===== src/hw/rtl/sorted_list_insert_delete_unit_defines.svh =====
// Assertion macros used by the sorted list top module.
`ifndef SORTED_LIST_INSERT_DELETE_UNIT_DEFINES_SVH
`define SORTED_LIST_INSERT_DELETE_UNIT_DEFINES_SVH

`ifndef ASSERT_OFF
`define SLID_ASSERT_SAME(lbl, ante, cons, msg) \
  lbl: assert property (@(posedge clk) disable iff (!rst_n) (ante) |-> (cons)) else $error(msg);
`define SLID_ASSERT_NEXT(lbl, ante, cons, msg) \
  lbl: assert property (@(posedge clk) disable iff (!rst_n) (ante) |=> (cons)) else $error(msg);
`else
`define SLID_ASSERT_SAME(lbl, ante, cons, msg)
`define SLID_ASSERT_NEXT(lbl, ante, cons, msg)
`endif

`endif


===== src/hw/rtl/slid_pkg.sv =====
// Package: command and status codes and the cell control bundle.
package slid_pkg;

  localparam int unsigned ValueWidth    = 32;
  localparam int unsigned CountOutWidth = 5;

  typedef enum logic [1:0] {
    CMD_INSERT = 2'd0,
    CMD_POP    = 2'd1,
    CMD_DELETE = 2'd2
  } cmd_t;

  typedef enum logic [1:0] {
    ST_OK        = 2'd0,
    ST_EMPTY     = 2'd1,
    ST_NOT_FOUND = 2'd2,
    ST_FULL      = 2'd3
  } status_t;

  // broadcast to every cell for the item being accepted
  typedef struct packed {
    logic ins;
    logic pop;
    logic del;
  } cell_ctrl_t;

endpackage


===== src/hw/rtl/slid_cell.sv =====
// One list cell: holds an entry, compares it to the item value, shifts with neighbors.
module slid_cell (
  input  logic                                   clk,
  input  slid_pkg::cell_ctrl_t                   ctrl,
  input  logic signed [slid_pkg::ValueWidth-1:0] value,
  input  logic                                   occ,
  input  logic                                   prev_ge_ins,
  input  logic                                   prev_ge_del,
  input  logic signed [slid_pkg::ValueWidth-1:0] left_entry,
  input  logic signed [slid_pkg::ValueWidth-1:0] right_entry,
  output logic                                   ge_ins,
  output logic                                   ge_del,
  output logic                                   hit,
  output logic signed [slid_pkg::ValueWidth-1:0] entry
);

  logic signed [slid_pkg::ValueWidth-1:0] entry_r;
  logic signed [slid_pkg::ValueWidth-1:0] entry_nxt;
  logic                                   at_or_above;

  assign at_or_above = (entry_r >= value);
  // empty cells count as above, so the insert point is the first such cell
  assign ge_ins = !occ || at_or_above;
  assign ge_del = occ && at_or_above;
  // list is sorted: the first equal entry sits at the first cell at or above
  assign hit    = ge_del && !prev_ge_del && (entry_r == value);
  assign entry  = entry_r;

  always_comb begin
    entry_nxt = entry_r;
    priority if (ctrl.ins) begin
      if (ge_ins && !prev_ge_ins) begin
        entry_nxt = value;
      end else if (ge_ins) begin
        entry_nxt = left_entry;
      end
    end else if (ctrl.pop) begin
      entry_nxt = right_entry;
    end else if (ctrl.del && ge_del) begin
      entry_nxt = right_entry;
    end else begin
      entry_nxt = entry_r;
    end
  end

  always_ff @(posedge clk) begin
    entry_r <= entry_nxt;
  end

endmodule


===== src/hw/rtl/sorted_list_insert_delete_unit.sv =====
// Sorted list priority queue: up to CAPACITY signed values in ascending order,
// held in a row of cells that each compare against the item value at once and
// shift left or right together. Insert, pop-smallest and delete-first-equal
// need no busy state, so one item is accepted every cycle; the result shows in
// the output register the cycle after acceptance. The input stalls only while a
// result waits in the output register under out_stall. The longest path is the
// compare in every cell plus the OR of their match flags that decides a delete.
`include "sorted_list_insert_delete_unit_defines.svh"

module sorted_list_insert_delete_unit #(
  parameter int unsigned CAPACITY = 16
) (
  input  logic                                   clk,
  input  logic                                   rst_n,
  input  logic                                   in_valid,
  output logic                                   in_stall,
  input  logic [1:0]                             in_cmd,
  input  logic signed [slid_pkg::ValueWidth-1:0] in_item_value,
  output logic                                   out_valid,
  input  logic                                   out_stall,
  output logic [1:0]                             out_status,
  output logic                                   out_now_empty,
  output logic [slid_pkg::CountOutWidth-1:0]     out_entry_count
);

  localparam int unsigned CW = $clog2(CAPACITY + 1);

  logic [CW-1:0]                          count_r;
  logic [CW-1:0]                          cnt_nxt;
  logic                                   in_acc;
  logic                                   found;
  logic                                   full_rej;
  slid_pkg::status_t                      status_nxt;
  slid_pkg::cell_ctrl_t                   ctrl;

  logic                                   out_valid_r;
  logic [1:0]                             out_status_r;
  logic                                   out_now_empty_r;
  logic [slid_pkg::CountOutWidth-1:0]     out_entry_count_r;
  logic [CW+slid_pkg::CountOutWidth-1:0]  count_ext;

  logic [CAPACITY-1:0]                    occ;
  logic [CAPACITY-1:0]                    ge_ins;
  logic [CAPACITY-1:0]                    ge_del;
  logic [CAPACITY-1:0]                    hit;
  logic signed [slid_pkg::ValueWidth-1:0] entries [CAPACITY];

  assign in_stall = out_valid_r && out_stall;
  assign in_acc   = in_valid && !in_stall;
  assign found    = |hit;
  assign full_rej = in_acc && (status_nxt == slid_pkg::ST_FULL);

  for (genvar i = 0; i < CAPACITY; i++) begin : g_cell
    logic                                   p_ins;
    logic                                   p_del;
    logic signed [slid_pkg::ValueWidth-1:0] l_ent;
    logic signed [slid_pkg::ValueWidth-1:0] r_ent;

    assign occ[i] = (CW'(i) < count_r);

    if (i == 0) begin : g_first
      assign p_ins = 1'b0;
      assign p_del = 1'b0;
      assign l_ent = in_item_value;
    end else begin : g_mid
      assign p_ins = ge_ins[i-1];
      assign p_del = ge_del[i-1];
      assign l_ent = entries[i-1];
    end

    if (i == CAPACITY - 1) begin : g_last
      assign r_ent = entries[i];
    end else begin : g_inner
      assign r_ent = entries[i+1];
    end

    slid_cell u_cell (
      .clk         (clk),
      .ctrl        (ctrl),
      .value       (in_item_value),
      .occ         (occ[i]),
      .prev_ge_ins (p_ins),
      .prev_ge_del (p_del),
      .left_entry  (l_ent),
      .right_entry (r_ent),
      .ge_ins      (ge_ins[i]),
      .ge_del      (ge_del[i]),
      .hit         (hit[i]),
      .entry       (entries[i])
    );
  end

  always_comb begin
    ctrl       = '0;
    status_nxt = slid_pkg::ST_OK;
    cnt_nxt    = count_r;
    unique case (in_cmd)
      slid_pkg::CMD_INSERT: begin
        if (count_r == CW'(CAPACITY)) begin
          status_nxt = slid_pkg::ST_FULL;
        end else begin
          ctrl.ins = in_acc;
          cnt_nxt  = count_r + CW'(1);
        end
      end
      slid_pkg::CMD_POP: begin
        if (count_r == '0) begin
          status_nxt = slid_pkg::ST_EMPTY;
        end else begin
          ctrl.pop = in_acc;
          cnt_nxt  = count_r - CW'(1);
        end
      end
      slid_pkg::CMD_DELETE: begin
        if (count_r == '0) begin
          status_nxt = slid_pkg::ST_EMPTY;
        end else if (!found) begin
          status_nxt = slid_pkg::ST_NOT_FOUND;
        end else begin
          ctrl.del = in_acc;
          cnt_nxt  = count_r - CW'(1);
        end
      end
      default: begin
        // unused code: no change
      end
    endcase
  end

  assign count_ext = {{slid_pkg::CountOutWidth{1'b0}}, cnt_nxt};

  always_ff @(posedge clk) begin
    if (!rst_n) begin
      count_r     <= '0;
      out_valid_r <= 1'b0;
    end else begin
      if (in_acc) begin
        count_r     <= cnt_nxt;
        out_valid_r <= 1'b1;
      end else if (!out_stall) begin
        out_valid_r <= 1'b0;
      end
    end
  end

  always_ff @(posedge clk) begin
    if (in_acc) begin
      out_status_r      <= status_nxt;
      out_now_empty_r   <= (cnt_nxt == '0);
      out_entry_count_r <= count_ext[slid_pkg::CountOutWidth-1:0];
    end
  end

  assign out_valid       = out_valid_r;
  assign out_status      = out_status_r;
  assign out_now_empty   = out_now_empty_r;
  assign out_entry_count = out_entry_count_r;

  `SLID_ASSERT_SAME(a_count_bound, 1'b1, count_r <= CW'(CAPACITY), "count above capacity")
  `SLID_ASSERT_SAME(a_single_hit, 1'b1, $onehot0(hit), "more than one delete match")
  `SLID_ASSERT_NEXT(a_insert_count, ctrl.ins, count_r == $past(count_r) + CW'(1), "insert count")
  `SLID_ASSERT_SAME(a_full_status, full_rej, count_r == CW'(CAPACITY), "full status while not full")

endmodule

===== config.mk =====
export PLATFORM = sky130hd
export DESIGN_NAME = sorted_list_insert_delete_unit
export DESIGN_NICKNAME = d
export VERILOG_FILES = /design/src/hw/rtl/slid_pkg.sv /design/src/hw/rtl/slid_cell.sv /design/src/hw/rtl/sorted_list_insert_delete_unit.sv
export VERILOG_INCLUDE_DIRS = /design/src /design/src/hw/rtl
export SDC_FILE = /design/constraint.sdc
export NUM_CORES = 2
export LEC_CHECK = 0
export ABC_AREA = 1
export BUFFER_PORTS_ARGS = -buffer_cell sky130_fd_sc_hd__buf_2
export CORE_ASPECT_RATIO = 0.5
export CORE_MARGIN = 2
export CORE_UTILIZATION = 50
export CTS_BUF_LIST = sky130_fd_sc_hd__clkbuf_16
export DETAILED_ROUTE_END_ITERATION = 7
export PLACE_DENSITY = 0.74
export SETUP_SLACK_MARGIN = 0.15
export SLEW_MARGIN = 20
export SYNTH_ARGS = -nofsm -noshare
export SYNTH_HDL_FRONTEND = slang
export SYNTH_SLANG_ARGS = --single-unit

===== constraint.sdc =====
create_clock -name clk -period 7.6 [get_ports clk]
set_input_delay 1.52 -clock clk [delete_from_list [all_inputs] [get_ports clk]]
set_output_delay 1.52 -clock clk [all_outputs]
set_load 0.05 [all_outputs]

Word level (Yosys, flattened, before mapping). Cells that the tools add are included.

Register bits after elaboration: 526. Bits in latches: 0. Bits in writable memories: 0. Memory bits (read-only): 0. Output and inout port bits: 10. Word-level logic and storage cells: 363. Memories: 0.

Add/sub/neg operators: 2. $mul: 0. Divide/modulo/power cells: 0. Magnitude comparators: 32. Eq/ne operators: 35. Shifts and indexed selects: 0. Mux-type cells: 95. Bitwise logic cells: 0. Reduce and logical (&&, ||, !) cells: 178.

Operators by type and width (count): $mux W32 (76); $eq A32 B32 Y1 (16); $ge A32 B32 Y1 (16); $logic_and A1 B1 Y1 (79); $logic_not A1 Y1 (47); $reduce_bool A3 Y1 (15); $ne A3 B1 Y1 const B (14); $lt A4 B5 Y1 const A (8); $reduce_and A2 Y1 (16); $lt A3 B5 Y1 const A (4); $mux W5 (4); $logic_or A1 B1 Y1 (16); $reduce_or A16 Y1 (1); $pmux W5 S3 (1); $logic_not A5 Y1 (2); $lt A1 B5 Y1 const A (2); $lt A2 B5 Y1 const A (2); $mux W1 (10); $mux W2 (3); $pmux W2 S3 (1); $add A5 B1 Y5 const B (1); $eq A5 B5 Y1 const B (1); $sub A5 B1 Y5 const B (1); $ne A2 B1 Y1 const B (2); 4 further kinds (4).

Depth between registers and ports, before layout.
Depth after elaboration: 13. Gate-level depth with buffers: 28. Depth with buffers taken out: 28.

By module. From an unflattened synthesis, not the netlist that was laid out.

Cells, all modules: 6608. Area total of the unflattened synthesis: 52982.1 µm².

By module, submodules not included: slid_cell (times used 16, cells an instance 402, area each 3241.9 µm², sequential area each 960.9 µm²); sorted_list_insert_delete_unit (times used 1, cells an instance 176, area each 1112.3 µm², sequential area each 360.3 µm²).

Worst setup path before layout. No wires, ideal clock.

Path type: input to register. From: input port in_item_value[21] (netlist bit). To: register g_cell[9].u_cell.entry_r, in the netlist g_cell[9].u_cell.entry[0], enable pin. Setup time: 0.436 ns. Arrival time: 5.394 ns. Required time: 7.164 ns. Setup slack: 1.770 ns. Stages: 20. Cells stage by stage: clkbuf_1 -> inv_1 -> ha_1 -> a21oi_1 -> nor2_1 -> nor2_1 -> nand3_1 -> a21oi_1 -> nand2_1 -> nand2_1 -> nand3_2 -> nand2_1 -> nand2_1 -> nand2_2 -> nor2_4 -> nand2_4 -> nor2_4 -> nor4_4 -> nand2_1 -> a22oi_1.

Longest elaborated chain between the ends: 12. Elaborated cells on any way between the ends: 106. Classes of those cells: 16 x order compare; 17 x eq/ne; 3 x mux; 70 x reduce/logical.

RTL lines: start: declaration (line sorted_list_insert_delete_unit.sv:18) `input logic signed [slid_pkg::ValueWidth-1:0] in_item_value,`; $ge A32 B32 Y1 (line slid_cell.sv:21) `assign at_or_above = (entry_r >= value);`; $logic_and A1 B1 Y1 (line slid_cell.sv:24) `assign ge_del = occ && at_or_above;`; $logic_not A1 Y1 (line slid_cell.sv:26) `assign hit = ge_del && !prev_ge_del && (entry_r == value);`; $logic_and A1 B1 Y1 (2 in a row) (line slid_cell.sv:26); $reduce_or A16 Y1 (line sorted_list_insert_delete_unit.sv:50) `assign found = |hit;`; $mux W1 (line sorted_list_insert_delete_unit.sv:117) `end else if (!found) begin`; $mux W1 (line sorted_list_insert_delete_unit.sv:115) `if (count_r == '0) begin`; $mux W1 (line sorted_list_insert_delete_unit.sv:97) `unique case (in_cmd)`; $logic_and A1 B1 Y1 (line slid_cell.sv:39) `end else if (ctrl.del && ge_del) begin`; $reduce_bool A3 Y1 (no source line); $reduce_and A2 Y1 (no source line) (*); end signal: assignment (line slid_cell.sv:47) `entry_r <= entry_nxt;`; end: declaration (line slid_cell.sv:17) `logic signed [slid_pkg::ValueWidth-1:0] entry_r;`.

Mark *: on every way between the ends. The rest lies on a longest branch, timed or not. A chain may end at the register's enable or synchronous reset.

Final worst setup path.
From: input port in_item_value[15] (netlist bit). To: register g_cell[1].u_cell.entry_r, in the netlist g_cell[1].u_cell.entry[24], enable pin.

Longest elaborated chain between the ends: 12. Elaborated cells on any way between the ends: 106. Classes of those cells: 16 x order compare; 17 x eq/ne; 3 x mux; 70 x reduce/logical.

RTL lines (line): $ge A32 B32 Y1 (slid_cell.sv:21); $logic_and A1 B1 Y1 (slid_cell.sv:24); $logic_not A1 Y1 (slid_cell.sv:26); $logic_and A1 B1 Y1 (2 in a row) (slid_cell.sv:26); $reduce_or A16 Y1 (sorted_list_insert_delete_unit.sv:50); $mux W1 (sorted_list_insert_delete_unit.sv:117); $mux W1 (sorted_list_insert_delete_unit.sv:115); $mux W1 (sorted_list_insert_delete_unit.sv:97); $logic_and A1 B1 Y1 (slid_cell.sv:39); $reduce_bool A3 Y1 (no source line); $reduce_and A2 Y1 (no source line) (*); end signal: assignment (slid_cell.sv:47); end: declaration (slid_cell.sv:17).

Marked as above.

==> results_dict.tcl <==
set metrics [dict create \
    syn_avg_cell_area_um2 8.190 \
    critical_path_arrival_ns 6.88 \
    stdcell_area_um2 42070 \
    crit_required_ns 7.89 \
    path_delay_family "simple AND/OR/NAND/NOR gates" \
    hpwl_mm 99.16 \
    synth-async-reset-ratio_pct 0 \
    p_leak_uw 0.01833 \
    yosys.area_share.simple_pct 15.68 \
    ios 48 \
    peakVddDrop_mv 0.1309 \
    die_area_um2 80570 \
    period_minus_slack_ns 6.594 \
    timing.fmax_ghz 0.1517 \
    crit_path_end_kind "flip-flop" \
    cp_cell_sequence "buf_2, inv_1, ha_1, nand4_1, nor3_1, nand2_1, nand2_1, nand2_1, nand3_1, nand4_1, nand2_1, nor2_2, nand3_4, nor2_4, nor4_4, buf_4, nand3_1, a21oi_4, buf_4" \
    cp-start-kind "input pin" \
    post_cts_buffers 0 \
    report.final.slew_viol_count 0 \
    cts_tree "done" \
    drtIter0Drc 4973 \
    first_pass_iters 7 \
    synthesis.nets 5326 \
    synth_top_family_by_area "compound AO/OA/AOI/OAI gates" \
    die_w_um 399.4 \
    cts_buffers 52 \
    antenna_found_initial 15 \
    rsz0062_at_grt "no" \
    post_drt_wl_per_cell_um 23.74 \
    crit_buf_inv 4 \
    viasPerCell 6.129 \
    total_power_uw 8043 \
    vias 35520 \
    synthXorXnorAreaFrac_pct 0.08962 \
    ctsResizeCount 0 \
    cts_root_buf "clkbuf_16" \
    skew_ns 0.02415 \
    slowest_stage "nor3_1" \
    gp_congestion 1.011 \
    clkTransAtPathRegs_ns 0.07 \
    setup_violations 0 \
    grt_first_pass_wirelength_mm 206.1 \
    grt_pass1_vias 33560 \
    synth_mux_area_share_pct 0 \
    status "complete, no violations" \
    slew_headroom_pct 16.37 \
    synth-seq-cells 526 \
    cp_max_fo 17 \
    layout.nets 5262 \
    ys_types 50 \
    tightestPinTransition_ns 1.254 \
    start_util_pct 50.57 \
    post-route-period-util_pct 86.76 \
    syn_area_um2 39090 \
    portBuffers 47 \
    synth_edf_count 520 \
    yosysSeqAreaShare_pct 40.25 \
    ant_nets 0 \
    ctsHoldBuffers 0 \
    synth_compound_gate_area_share_pct 20.76 \
    tns_ns 0 \
    dpl_cell_area_um2 40450 \
    die_h_um 201.7 \
    grt_max_degree 250 \
    row_count 72 \
    maxCapViolations 0 \
    max_stage_delay_ns 0.94 \
    ctsHtreeMaxLevel 2 \
    yosysWarnings 0 \
    criticalPathCategory "in -> reg" \
    synthCells 4773 \
    cts_sinks 526 \
    drive_gt1_share_pct 6.400 \
    wl_mm 137.6 \
    synthAdderAreaFrac_pct 16.48 \
    area_growth_pct 7.621 \
    hp-class "reg -> reg" \
    critPathMostFrequentCell "nand2_1" \
    drc_errors 0 \
    grt_usage_pct 33.74 \
    core_area_um2 77290 \
    synth_ff_type "edfxtp_1" \
    insertion_delay_ns 0.65 \
    hold_violations 0 \
    cts_buffer_depth 3 \
    power.density_nw_per_um2 191.2 \
    grt.overflow.total 0 \
]
==> per-layer routing <==
| metal | share of wire (%) | track usage [%] |
|---|---|---|
| met5 | 0 | 0 |
| met4 | 3.5 | 11.77 |
| met3 | 11 | 6.787 |
| met1 | 42 | 48.07 |
| met2 | 43 | 50.93 |
==> state kept, by name, indices dropped and copies added (netlist names) <==
| register | cells |
|---|---|
| count_r | 5 |
| out_status | 2 |
| out_entry_count | 5 |
| out_valid | 1 |
| out_now_empty | 1 |
| g_cell.u_cell.entry | 512 |
==> cell usage after synthesis (10+ instances only) <==
cell        n  area [µm²]
inv_1     434        1629
nor2_1    377        1415
nor2_2     14       87.58
edfxtp_1  520       15610
o21a_1     29       217.7
a21o_1     10       75.07
nand4_1    38       237.7
ha_1      515        6444
nand3_2    12       120.1
o21ai_1   129       645.6
a21oi_1   490        2452
nand2_1   899        3374
clkbuf_1  200       750.7
buf_2      28       140.1
inv_2      16       60.06
nor3_1     24       120.1
nand3_1    48       240.2
o21ai_0   870        4354
nand2_2    27       168.9
==> through the flow <==
stage / utilization, % / worst slack, ns / hold WS (ns) / cells
after CTS: 54.40 / 1.299 / 0.4895 / 5786
final: 54.43 / 1.006 / 0.4832 / 5795
after detailed placement: 52.34 / 0.6353 / 0.4797 / 5691
after global routing: 54.42 / 0.8630 / 0.5089 / 5792
after global placement: 52.34 / 0.6944 / 0.4703 / 5691
after floorplan: - / 1.770 / 0.5245 / 4773
==> worst paths after layout <==
kind | startpoint | cells past startpoint | endpoint | slack (ns)
hold reg to reg | out_valid | 2 | out_valid | 0.48
setup reg to reg | g_cell[11].u_cell.entry[15] | 17 | g_cell[1].u_cell.entry[24] | 2.41
hold / removal | out_valid | 2 | out_valid | 0.48
setup / recovery | in_item_value[15] | 19 | g_cell[1].u_cell.entry[24] | 1.01
==> area by class of cell <==
| class | instances | area (µm²) |
|---|---|---|
| Tap cell | 1036 | 1296 |
| Timing Repair Buffer | 119 | 900.9 |
| Antenna cell | 9 | 22.52 |
| Inverter | 452 | 1704 |
| Fill cell | 7146 | 35220 |
| Multi-Input combinational cell | 3558 | 20820 |
| Clock buffer | 53 | 1326 |
| Sequential cell | 526 | 15740 |
| Clock inverter | 42 | 265.3 |
==> power breakdown <==
group | internal (µW) | switching (µW)
logic | 510 | 1370
registers | 3440 | 130
clock network | 1360 | 1240
==> worst register-to-register path, cell delays in order, from the launching register on <==
cell and delay [ns]:
edfxtp_1 0.41, ha_1 0.34, nand4_1 0.27, nor3_1 0.94
nand2_1 0.23, nand2_1 0.27, nand2_1 0.11, nand3_1 0.16
nand4_1 0.18, nand2_1 0.12, nor2_2 0.05, nand3_4 0.11
nor2_4 0.08, nor4_4 0.59, buf_4 0.31, nand3_1 0.13
a21oi_4 0.17, buf_4 0.35
==> placed cells by master, fill, tap and decap left out, types with 16 or more instances in the layout <==
cell type	count
a21oi_1	489
buf_2	47
o21ai_0	870
ha_1	515
o21a_1	29
clkbuf_16	53
nand3_1	48
nor3_1	20
nand2_1	898
edfxtp_1	520
buf_4	62
nand2_2	28
nand4_1	38
inv_1	447
o21ai_1	129
nor2_1	376
inv_2	16
==> logic make-up after synthesis <==
family | count (synthesis)
compound gates | 1572
xor+xnor | 4
fa+ha+maj | 515
buf+inv | 689
flops | 526
simple gates | 1467
Power figures use the tool's default switching activity.
